==> src/rtl/rlpm_pkg.sv <==
// rlpm_pkg: shared types, codes and widths for the range list parser and matcher
// no dependencies
package rlpm_pkg;

    localparam int TABLE_DEPTH_DEF = 16;
    localparam int VALUE_BITS_DEF  = 32;

    localparam int CHAR_W    = 8;
    localparam int QUERY_W   = 32;
    localparam int ERR_W     = 3;
    localparam int COUNT_W   = 5;
    localparam int OUT_BITS  = 1 + ERR_W + COUNT_W;
    localparam int S_TDATA_W = 40;
    localparam int S_TUSER_W = 3;
    localparam int M_TDATA_W = 16;

    localparam logic [CHAR_W-1:0] CH_COMMA  = 8'h2C;
    localparam logic [CHAR_W-1:0] CH_HYPHEN = 8'h2D;
    localparam logic [CHAR_W-1:0] CH_ZERO   = 8'h30;
    localparam logic [CHAR_W-1:0] CH_NINE   = 8'h39;

    typedef enum logic [1:0] {
        MODE_TEXT  = 2'd0,
        MODE_END   = 2'd1,
        MODE_QUERY = 2'd2,
        MODE_NOP   = 2'd3
    } mode_t;

    typedef enum logic [ERR_W-1:0] {
        ERR_OK       = 3'd0,
        ERR_BADCHAR  = 3'd1,
        ERR_EMPTY    = 3'd2,
        ERR_ORDER    = 3'd3,
        ERR_FULL     = 3'd4,
        ERR_OVERFLOW = 3'd5,
        ERR_HYPHEN2  = 3'd6
    } err_t;

    typedef enum logic [1:0] {
        ST_IDLE,
        ST_EXEC,
        ST_SCAN,
        ST_EMIT
    } state_t;

    typedef struct packed {
        logic load_in;
        logic exec;
        logic scan_run;
        logic emit;
    } cmd_t;

    typedef struct packed {
        logic is_query;
        logic scan_done;
    } sts_t;

endpackage

==> src/rtl/rlpm_ctrl.sv <==
// rlpm_ctrl: request sequencing state machine and output valid
// depends on rlpm_pkg
module rlpm_ctrl
    import rlpm_pkg::*;
(
    input  logic   aclk,
    input  logic   aresetn,
    input  logic   s_tvalid,
    output logic   s_tready,
    output logic   m_tvalid,
    input  logic   m_tready,
    input  sts_t   sts,
    output cmd_t   cmd
);

    state_t state_reg, state_next;
    logic   m_tvalid_reg, m_tvalid_next;
    logic   out_free;

    assign out_free = !m_tvalid_reg || m_tready;

    always_ff @(posedge aclk) begin
        if (!aresetn) begin
            state_reg    <= ST_IDLE;
            m_tvalid_reg <= 1'b0;
        end else begin
            state_reg    <= state_next;
            m_tvalid_reg <= m_tvalid_next;
        end
    end

    always_comb begin
        state_next = state_reg;
        unique case (state_reg)
            ST_IDLE: begin
                if (s_tvalid) state_next = ST_EXEC;
            end
            ST_EXEC: begin
                state_next = sts.is_query ? ST_SCAN : ST_EMIT;
            end
            ST_SCAN: begin
                if (sts.scan_done) state_next = ST_EMIT;
            end
            ST_EMIT: begin
                if (out_free) state_next = ST_IDLE;
            end
            default: state_next = ST_IDLE;
        endcase
    end

    always_comb begin
        cmd           = '0;
        s_tready      = 1'b0;
        m_tvalid_next = m_tready ? 1'b0 : m_tvalid_reg;
        unique case (state_reg)
            ST_IDLE: begin
                s_tready    = 1'b1;
                cmd.load_in = s_tvalid;
            end
            ST_EXEC: begin
                cmd.exec = 1'b1;
            end
            ST_SCAN: begin
                cmd.scan_run = 1'b1;
            end
            ST_EMIT: begin
                cmd.emit = out_free;
                if (out_free) m_tvalid_next = 1'b1;
            end
            default: ;
        endcase
    end

    assign m_tvalid = m_tvalid_reg;

endmodule

==> src/rtl/rlpm_dp.sv <==
// rlpm_dp: text parser, interval table memory, membership scan and result register
// depends on rlpm_pkg
module rlpm_dp
    import rlpm_pkg::*;
#(
    parameter int TABLE_DEPTH = TABLE_DEPTH_DEF,
    parameter int VALUE_BITS  = VALUE_BITS_DEF
) (
    input  logic                 aclk,
    input  logic                 aresetn,
    input  cmd_t                 cmd,
    output sts_t                 sts,
    input  logic [S_TDATA_W-1:0] s_tdata,
    input  logic [S_TUSER_W-1:0] s_tuser,
    output logic [M_TDATA_W-1:0] m_tdata
);

    localparam int AW = (TABLE_DEPTH > 1) ? $clog2(TABLE_DEPTH) : 1;
    localparam int CW = $clog2(TABLE_DEPTH + 1);
    localparam int PW = VALUE_BITS + 4;
    localparam logic [VALUE_BITS-1:0] VMAX = '1;

    mode_t                  mode_reg;
    logic [CHAR_W-1:0]      char_reg;
    logic                   first_reg;
    logic [QUERY_W-1:0]     query_reg;

    logic [VALUE_BITS-1:0]  acc_reg, acc_next;
    logic                   seen_reg, seen_next;
    logic [VALUE_BITS-1:0]  start_reg, start_next;
    logic                   open_reg, open_next;
    logic [CW-1:0]          count_reg, count_next;

    logic [2*VALUE_BITS-1:0] mem [TABLE_DEPTH];
    logic [2*VALUE_BITS-1:0] rd_data_reg;
    logic                    rd_valid_reg;
    logic [CW-1:0]           idx_reg;
    logic                    hit_reg;
    err_t                    err_reg, err_next;

    logic                    out_hit_reg;
    err_t                    out_err_reg;
    logic [COUNT_W-1:0]      out_count_reg;

    logic                    clr, parse_step, at_end, close_now, is_digit;
    logic [VALUE_BITS-1:0]   acc_e, start_e, lo, hi;
    logic                    seen_e, open_e, have_item, wr_en;
    logic [CW-1:0]           cnt_e;
    logic [3:0]              digit_val;
    logic [PW-1:0]           prod;
    logic                    overflow, issue, in_range;
    logic [VALUE_BITS-1:0]   rd_lo, rd_hi;

    // parse step
    always_comb begin
        parse_step = (mode_reg == MODE_TEXT) || (mode_reg == MODE_END);
        clr        = first_reg && parse_step;
        at_end     = (mode_reg == MODE_END);
        acc_e      = clr ? '0 : acc_reg;
        seen_e     = clr ? 1'b0 : seen_reg;
        start_e    = clr ? '0 : start_reg;
        open_e     = clr ? 1'b0 : open_reg;
        cnt_e      = clr ? '0 : count_reg;
        is_digit   = (char_reg >= CH_ZERO) && (char_reg <= CH_NINE);
        digit_val  = 4'(char_reg - CH_ZERO);
        prod       = PW'({acc_e, 3'b000}) + PW'({acc_e, 1'b0}) + PW'(digit_val);
        overflow   = (prod[PW-1:VALUE_BITS] != '0);
        close_now  = at_end || ((mode_reg == MODE_TEXT) && (char_reg == CH_COMMA));

        have_item = 1'b0;
        lo        = acc_e;
        hi        = acc_e;
        if (seen_e) begin
            have_item = 1'b1;
            lo        = open_e ? start_e : acc_e;
        end else if (open_e && at_end) begin
            have_item = 1'b1;
            lo        = start_e;
            hi        = VMAX;
        end

        wr_en      = 1'b0;
        acc_next   = acc_e;
        seen_next  = seen_e;
        start_next = start_e;
        open_next  = open_e;
        err_next   = ERR_OK;

        if (close_now) begin
            acc_next   = '0;
            seen_next  = 1'b0;
            start_next = '0;
            open_next  = 1'b0;
            priority if (!have_item) begin
                err_next = at_end ? ERR_OK : ERR_EMPTY;
            end else if (lo > hi) begin
                err_next = ERR_ORDER;
            end else if (cnt_e >= CW'(TABLE_DEPTH)) begin
                err_next = ERR_FULL;
            end else begin
                wr_en = 1'b1;
            end
        end else if (is_digit) begin
            if (overflow) begin
                err_next = ERR_OVERFLOW;
            end else begin
                acc_next  = prod[VALUE_BITS-1:0];
                seen_next = 1'b1;
            end
        end else if (char_reg == CH_HYPHEN) begin
            priority if (open_e) begin
                err_next = ERR_HYPHEN2;
            end else if (!seen_e) begin
                err_next = ERR_EMPTY;
            end else begin
                start_next = acc_e;
                open_next  = 1'b1;
                acc_next   = '0;
                seen_next  = 1'b0;
            end
        end else begin
            err_next = ERR_BADCHAR;
        end

        count_next = wr_en ? cnt_e + CW'(1) : cnt_e;
    end

    // scan
    assign issue    = cmd.scan_run && !hit_reg && (idx_reg < count_reg);
    assign rd_lo    = rd_data_reg[VALUE_BITS-1:0];
    assign rd_hi    = rd_data_reg[2*VALUE_BITS-1:VALUE_BITS];
    assign in_range = (query_reg >= QUERY_W'(rd_lo)) && (query_reg <= QUERY_W'(rd_hi));

    assign sts.is_query  = (mode_reg == MODE_QUERY);
    assign sts.scan_done = !issue && !rd_valid_reg;

    always_ff @(posedge aclk) begin
        if (cmd.load_in) begin
            char_reg  <= s_tdata[CHAR_W-1:0];
            query_reg <= s_tdata[CHAR_W +: QUERY_W];
            mode_reg  <= mode_t'(s_tuser[1:0]);
            first_reg <= s_tuser[2];
        end
        if (cmd.exec) begin
            err_reg <= parse_step ? err_next : ERR_OK;
        end
        if (cmd.emit) begin
            out_hit_reg   <= (mode_reg == MODE_QUERY) && hit_reg;
            out_err_reg   <= err_reg;
            out_count_reg <= COUNT_W'(count_reg);
        end
    end

    always_ff @(posedge aclk) begin
        if (cmd.exec && parse_step && wr_en) begin
            mem[cnt_e[AW-1:0]] <= {hi, lo};
        end
        if (issue) begin
            rd_data_reg <= mem[idx_reg[AW-1:0]];
        end
    end

    always_ff @(posedge aclk) begin
        if (!aresetn) begin
            acc_reg      <= '0;
            seen_reg     <= 1'b0;
            start_reg    <= '0;
            open_reg     <= 1'b0;
            count_reg    <= '0;
            idx_reg      <= '0;
            rd_valid_reg <= 1'b0;
            hit_reg      <= 1'b0;
        end else begin
            if (cmd.exec && parse_step) begin
                acc_reg   <= acc_next;
                seen_reg  <= seen_next;
                start_reg <= start_next;
                open_reg  <= open_next;
                count_reg <= count_next;
            end
            if (cmd.load_in) begin
                idx_reg      <= '0;
                rd_valid_reg <= 1'b0;
                hit_reg      <= 1'b0;
            end else if (cmd.scan_run) begin
                if (issue) idx_reg <= idx_reg + CW'(1);
                rd_valid_reg <= issue;
                if (rd_valid_reg && in_range) hit_reg <= 1'b1;
            end
        end
    end

    assign m_tdata = {{(M_TDATA_W - OUT_BITS){1'b0}}, out_count_reg, out_err_reg, out_hit_reg};

endmodule

==> src/rtl/range_list_parser_and_matcher.sv <==
// range_list_parser_and_matcher: top level, controller plus datapath
// depends on rlpm_pkg, rlpm_ctrl, rlpm_dp
//
//  channel | dir | ports                       | contents
//  s_      | in  | s_tvalid s_tready s_tdata   | tdata: char_code, query_index
//          |     | s_tuser                     | tuser: mode, first_char
//  m_      | out | m_tvalid m_tready m_tdata   | tdata: hit, error_code, entry_count
//
// text character and end of text: the request passes through the EXEC and EMIT states and
//   the result is registered in EMIT; the next request is taken only after EMIT
// query: entries are read one per cycle through the single table read port,
//   and the scan stops early on a hit
// reset is synchronous; the interval table itself is not cleared, only the count
// a stalled result waits in the output register while the next request is taken
module range_list_parser_and_matcher
    import rlpm_pkg::*;
#(
    parameter int TABLE_DEPTH = TABLE_DEPTH_DEF,
    parameter int VALUE_BITS  = VALUE_BITS_DEF
) (
    input  logic                 aclk,
    input  logic                 aresetn,
    input  logic                 s_tvalid,
    output logic                 s_tready,
    input  logic [S_TDATA_W-1:0] s_tdata,   // char_code[7:0], query_index[39:8]
    input  logic [S_TUSER_W-1:0] s_tuser,   // mode[1:0], first_char[2]
    output logic                 m_tvalid,
    input  logic                 m_tready,
    output logic [M_TDATA_W-1:0] m_tdata    // hit[0], error_code[3:1], entry_count[8:4]
);

    cmd_t cmd;
    sts_t sts;

    rlpm_ctrl u_ctrl (
        .aclk     (aclk),
        .aresetn  (aresetn),
        .s_tvalid (s_tvalid),
        .s_tready (s_tready),
        .m_tvalid (m_tvalid),
        .m_tready (m_tready),
        .sts      (sts),
        .cmd      (cmd)
    );

    rlpm_dp #(
        .TABLE_DEPTH (TABLE_DEPTH),
        .VALUE_BITS  (VALUE_BITS)
    ) u_dp (
        .aclk    (aclk),
        .aresetn (aresetn),
        .cmd     (cmd),
        .sts     (sts),
        .s_tdata (s_tdata),
        .s_tuser (s_tuser),
        .m_tdata (m_tdata)
    );

endmodule

==> config.mk <==
export PLATFORM = sky130hd
export DESIGN_NAME = range_list_parser_and_matcher
export DESIGN_NICKNAME = d
export VERILOG_FILES = /design/src/rtl/rlpm_pkg.sv /design/src/rtl/rlpm_ctrl.sv /design/src/rtl/rlpm_dp.sv /design/src/rtl/range_list_parser_and_matcher.sv
export SDC_FILE = /design/constraint.sdc
export NUM_CORES = 2
export LEC_CHECK = 0
export BUFFER_PORTS_ARGS = -buffer_cell sky130_fd_sc_hd__buf_4
export CELL_PAD_IN_SITES_DETAIL_PLACEMENT = 1
export CELL_PAD_IN_SITES_GLOBAL_PLACEMENT = 1
export CORE_MARGIN = 4
export CORE_UTILIZATION = 55
export DETAILED_ROUTE_END_ITERATION = 10
export PLACE_DENSITY = 0.85
export SKIP_CTS_REPAIR_TIMING = 1
export SLEW_MARGIN = 30
export SYNTH_ARGS = -nofsm -noshare
export SYNTH_HDL_FRONTEND = slang
export SYNTH_SLANG_ARGS = --single-unit
export TNS_END_PERCENT = 5
==> constraint.sdc <==
create_clock -name aclk -period 9.1 [get_ports aclk]
set_input_delay 0 -clock aclk [delete_from_list [all_inputs] [get_ports aclk]]
set_output_delay 0 -clock aclk [all_outputs]
set_load 0.01 [all_outputs]
* After elaboration in Yosys (flattened, before gate mapping)
Memories as Yosys holds them, arrays and structs flattened. A register that Yosys moved wholly into a read port is not among the register bits.
Index checks and enable logic that the tools add are counted.
** Storage, ports and cells
- Memory bits (writable) :: 1024
- Memories :: 1
- Input bits :: 47
- Output and inout port bits :: 18
- Register bits after elaboration :: 136
** Memory list
- u_dp.mem :: depth 16, bits a word 64, read ports 1, clocked after Yosys merged registers in 1, wr ports 1, RTL line rlpm_dp.sv:34 : logic [2*VALUE_BITS-1:0] mem [TABLE_DEPTH];
** Cells by class
- Reductions and logical operators :: 26
- Magnitude comparators :: 7
- Add/sub/neg operators :: 5
- Equal/unequal tests :: 10
- Mux-type cells :: 63
- Bitwise operators :: 1
** Operator list (count)
- 2-to-1 mux 32 bit :: 18
- adder 35 x 33 -> 36 bit :: 1
- adder 36 x 4 -> 36 bit :: 1
- greater-or-equal comparator 32 bit :: 1
- greater-than comparator 32 bit :: 1
- less-or-equal comparator 32 bit :: 1
- 2-to-1 mux 1 bit :: 29
- 2-to-1 mux 3 bit :: 8
- equality test 8 x 6 -> 1 bit (second input constant) :: 2
- logical AND 1 bit :: 12
- adder 5 x 1 -> 5 bit (second input constant) :: 2
- 2-to-1 mux 2 bit :: 5
- 2-to-1 mux 5 bit :: 2
- greater-or-equal comparator 8 x 6 -> 1 bit (second input constant) :: 1
- less-or-equal comparator 8 x 6 -> 1 bit (second input constant) :: 1
- case mux 2 bit (4 select lines) :: 1
- equality test 2 bit (second input constant) :: 3
- greater-or-equal comparator 5 bit (second input constant) :: 1
- < comparator 5 bit :: 1
- equality test 2 x 1 -> 1 bit (second input constant) :: 2
- zero test 1 bit :: 4
- zero test 2 bit :: 2
- != test 2 bit (second input constant) :: 2
- AND reduction 2 bit :: 2
- 7 further kinds :: 9

* Depth between registers and ports, before layout
- Depth in word-level cells :: 14
- Gate-level depth with buffers :: 20
- Gate-level depth less buffers :: 16

* By module
From an unflattened synthesis, not the netlist that was laid out.
** Second synthesis, totals
- Cell total of the unflattened synthesis :: 2718
- Area, all modules :: 50927.6 um2
** By module, submodules not included
- rlpm_dp :: area each 50672.3 um2, sequential area each 35884.4 um2, times used 1, cells each 2692
- rlpm_ctrl :: area each 255.2 um2, sequential area each 60.1 um2, times used 1, cells each 26

* Worst setup path after synthesis
No wires, ideal clock.
- Path type :: register -> register
- From :: register u_dp.mode_reg[1]
- To :: memory u_dp.mem[2][0] (netlist bit), enable pin
- Arrival time :: 6.899 ns
- Stages on the path, launching flop included :: 21
- Data required time :: 8.613 ns
- Setup slack :: 1.714 ns
- Cell sequence :: edfxtp_1 > clkbuf_1 > nor2b_1 > nand2_1 > or3_1 > clkbuf_1 > nand2_1 > clkbuf_1 > a22oi_1 > nor2_1 > ha_1 > nand4_1 > nor4_1 > nand4_1 > nor3b_1 > a22o_1 > nor3_1 > and2_1 > clkbuf_1 > nand2_1 > nor2_1
** On the way
- Cells in the longest elaborated chain, start to end :: 14
- Elaborated cells between the ends (all ways) :: 29
- Classes of those cells :: order compare (2); eq/ne (1); mux (18); reduce/logical (8)
** Ends and longest elaborated chain
- start: declaration :: RTL line rlpm_dp.sv:23 : mode_t mode_reg;
- start signal: assignment :: RTL line rlpm_dp.sv:141 : mode_reg <= mode_t'(s_tuser[1:0]);
- equality test 2 x 1 -> 1 bit or zero test 2 bit (tied branches) :: RTL line rlpm_dp.sv:56, rlpm_dp.sv:58
- logical OR 1 bit :: RTL line rlpm_dp.sv:56 : parse_step = (mode_reg == MODE_TEXT) || (mode_reg == MODE_END);
- logical AND 1 bit :: RTL line rlpm_dp.sv:57 : clr = first_reg && parse_step;
- 2-to-1 mux 1 bit :: RTL line rlpm_dp.sv:62 : open_e = clr ? 1'b0 : open_reg;
- logical AND 1 bit :: RTL line rlpm_dp.sv:76 : end else if (open_e && at_end) begin
- 2-to-1 mux 32 bit :: RTL line rlpm_dp.sv:76
- 2-to-1 mux 32 bit * :: RTL line rlpm_dp.sv:73 : if (seen_e) begin
- named net u_dp.lo[30] :: RTL line rlpm_dp.sv:46 : logic [VALUE_BITS-1:0] acc_e, start_e, lo, hi;
- greater-than comparator 32 bit * :: RTL line rlpm_dp.sv:96 : end else if (lo > hi) begin
- 2-to-1 mux 1 bit * :: RTL line rlpm_dp.sv:96
- 2-to-1 mux 1 bit * :: RTL line rlpm_dp.sv:94 : priority if (!have_item) begin
- 2-to-1 mux 1 bit * :: RTL line rlpm_dp.sv:89 : if (close_now) begin
- logical AND 1 bit * :: RTL line rlpm_dp.sv:155 : if (cmd.exec && parse_step && wr_en) begin
- 2-to-1 mux 1 bit * :: RTL line rlpm_dp.sv:155
- 2-to-1 mux 1 bit (implied by the code) * :: RTL line rlpm_dp.sv:156 : mem[cnt_e[AW-1:0]] <= {hi, lo};
- end: declaration :: RTL line rlpm_dp.sv:34
Mark *: on every way through the listed nets, which the timed path passes. The rest lies on a longest branch.

* Worst setup path in the final report
- From :: register u_dp.mode_reg[1]
- To :: memory u_dp.mem[11][29] (netlist bit), enable pin
Same word-level chain as after synthesis.

==> flow_summary.toml <==
[grt]
grt-ovfl-total = 0
grt_pass1_vias = 30100
grt.total_usage = 0.318
grt_max_degree = 152
grt_pass1_wl_mm = 222
antenna_found_initial = 13

[timing]
setup_violations = 0
rsz0062_at_grt = "no"
finalCritPeriodShare = 0.931
finalCriticalPeriod_ns = 8.47
fin_worst_skew_ns = 0.0432
tns_ns = 0
finalHoldViolations = 0
tightest_slew_ns = 1.06
slew_headroom = 0.292
max_freq_mhz = 118
finalMaxSlewViolations = 0

[floorplan]
dieArea_um2 = 97200
rows = 111
die_h_um = 312
num_io_pins = 65
die_w_um = 312
core-area_um2 = 91500
start_util = 0.554

[place]
gp_congestion = 0.836
placed_area_um2 = 53000
dp_hpwl_mm = 82.8
io_buffers = 57

[synthesis]
async_reset_ff_frac = 0
yosysUniqueCellTypes = 63
postSynthCellCount = 2685
syn_area_um2 = 50700
ys_ff_latch = 1224
yosys_warnings = 0
synth_top_cell_area_share = 0.677
yosys-top-cells-area = "edfxtp_1 (68%), mux4_2 (14%), ha_1 (4.2%)"
synthFlopType = "edfxtp_1"
syn_area_per_cell_um2 = 18.9
synth_edf_count = 1143
yosysSeqAreaShare = 0.709
yosysTopAreaCell = "edfxtp_1"

[clocking]
cts_buffer_depth = 3
cts_sinks = 1224
cts_tree = "yes"
cts_root_buf = "clkbuf_16"
cts.clk_slew.worst_paths_ns = 0.07
h-tree-depth = 3
clkLatencyLatePin_ns = 0.73
numCtsBuffers = 116

[finish]
nFillCells = 7570
layout_common_cells = "edfxtp_1 (1143), mux4_2 (320), ha_1 (172)"
nets = 3069
final_common_cell = "edfxtp_1"
drive_above_1_share = 0.234
multi_input_area_um2 = 14000
syn2layout_area_growth_pct = 13.8
diodes = 0
largest_reg_flops = 1024
register_area_um2 = 36000
final_area_um2 = 57700

[setup_path]
end_kind = "flip-flop"
start_kind = "flip-flop"
cp_cell_sequence = "nor2b_1, nand2_1, or3_1, nand2_2, nor2_1, a22o_1, ha_1, nand4_1, nor4_1, nand4_1, nor3b_1, a22o_1, nor3_1, nand3_1, nor2_4, buf_4"
criticalPathCategory = "flip-flop to flip-flop"
worst-path-buf-inv = 1
path_delay_family = "simple AND/OR/NAND/NOR gates"
critical_path.slowest_cell = "nor2_4"
cp.arrival_ns = 8.86
cp_slowest_stage_delay_ns = 0.94
cp_max_fo = 22
required_ns = 9.49

[min_path]
holdCritPathClass = "primary input to flip-flop"

[route]
wirelength_mm = 166
initialDrtViolationCount = 4970
ant_nets = 0
route.vias.total = 30100
viasPerCell = 7.28
drc_errors = 0
drt-pass1-iter-count = 6
wl_per_cell_um = 40.0

[job]
max_cap_viol_count = 0

[power]
power_density_nw_per_um2 = 207
vdd_drop_max_v = 0.000187
power.leakage_uw = 0.0194

[run_status]
status = "finished clean"
[logic make-up after synthesis]
family,share of synthesized area
flops,0.709
simple gates,0.0364
mux,0.143
compound gates,0.0433
buf+inv,0.0196
fa+ha+maj,0.0428
xor+xnor,0.00639
other cells,0.0000739
[stage by stage]
step | power, uW | util | worst slack [ns] | cells | hold slack (ns)
finish | 12000 | 0.631 | 0.627 | 4137 | 0.00464
global route | 12300 | 0.631 | 0.687 | 4137 | -0.000962
CTS | 11900 | 0.623 | 0.419 | 4081 | -0.571
detailed placement | 6660 | 0.579 | 1.20 | 3861 | 0.180
global placement | 6630 | 0.578 | 1.54 | 3860 | 0.178
floorplan | 6500 | - | 1.71 | 2691 | 0.0989
[final cells by class]
cell class                      count  share of cell area
Multi-Input combinational cell   1218               0.243
Clock inverter                     90              0.0186
Inverter                          122             0.00794
Tap cell                         1186              0.0257
Clock buffer                      130              0.0521
Timing Repair Buffer              167              0.0292
Sequential cell                  1224               0.623
[where the power goes]
part / switching (uW) / internal (uW)
combinational: 255 / 145
sequential: 56.6 / 6130
clock: 2380 / 3000
total: 2690 / 9270
[Yosys cell counts, types with 3 or more instances]
cell type and number:
inv_1 122, a2111oi_0 4, a21o_1 41, nand3_1 19, o211a_1 3, nand4_1 29, and3_1 7, ha_1 172
a31o_2 3, nor4_1 4, o31ai_1 4, o21bai_1 4, a41o_1 3, nor2_1 98, a22oi_1 50, nand2b_1 11
nor2b_1 51, a32o_1 3, a31oi_1 4, xnor2_1 22, nor3_1 14, a211oi_1 5, nand2_1 79, or3_1 3
buf_6 3, o211ai_1 8, and4_1 3, buf_2 4, o21a_1 13, xor2_1 15, mux4_2 320, clkbuf_1 92
a22o_1 37, nor3b_1 4, a21oi_1 74, o21ai_0 39, and2_1 32, dfxtp_1 81, edfxtp_1 1143, buf_1 20
buf_4 8, or2_2 8
[metal layers]
metal  global-route usage  vias up  wire [um]
li1                     -    11200          -
met1                0.435    15400      57100
met2                0.518     3002      78800
met3               0.0710      545      21500
met4                0.104        8       8230
met5                    0        -         86
[worst paths after layout]
kind / start / to / slack [ns] / depth (start not counted)
worst max-delay path: u_dp.mode_reg[1] / u_dp.mem[11][29] / 0.63 / 16
worst min-delay path: s_tdata[1] / u_dp.char_reg[1] / 0.005 / 2
worst max register to register: u_dp.mode_reg[1] / u_dp.mem[11][29] / 0.63 / 16
worst min register to register: u_dp.err_reg[1] / u_dp.out_err_reg[1] / 0.47 / 0
[worst register-to-register path, cell delays in order (launching register included)]
cell and delay (ns):
edfxtp_1 0.53, nor2b_1 0.17, nand2_1 0.17, or3_1 0.42, nand2_2 0.52, nor2_1 0.79, a22o_1 0.67, ha_1 0.31
nand4_1 0.19, nor4_1 0.74, nand4_1 0.33, nor3b_1 0.24, a22o_1 0.22, nor3_1 0.84, nand3_1 0.69, nor2_4 0.94
buf_4 0.39
Power figures use the tool's default switching activity.
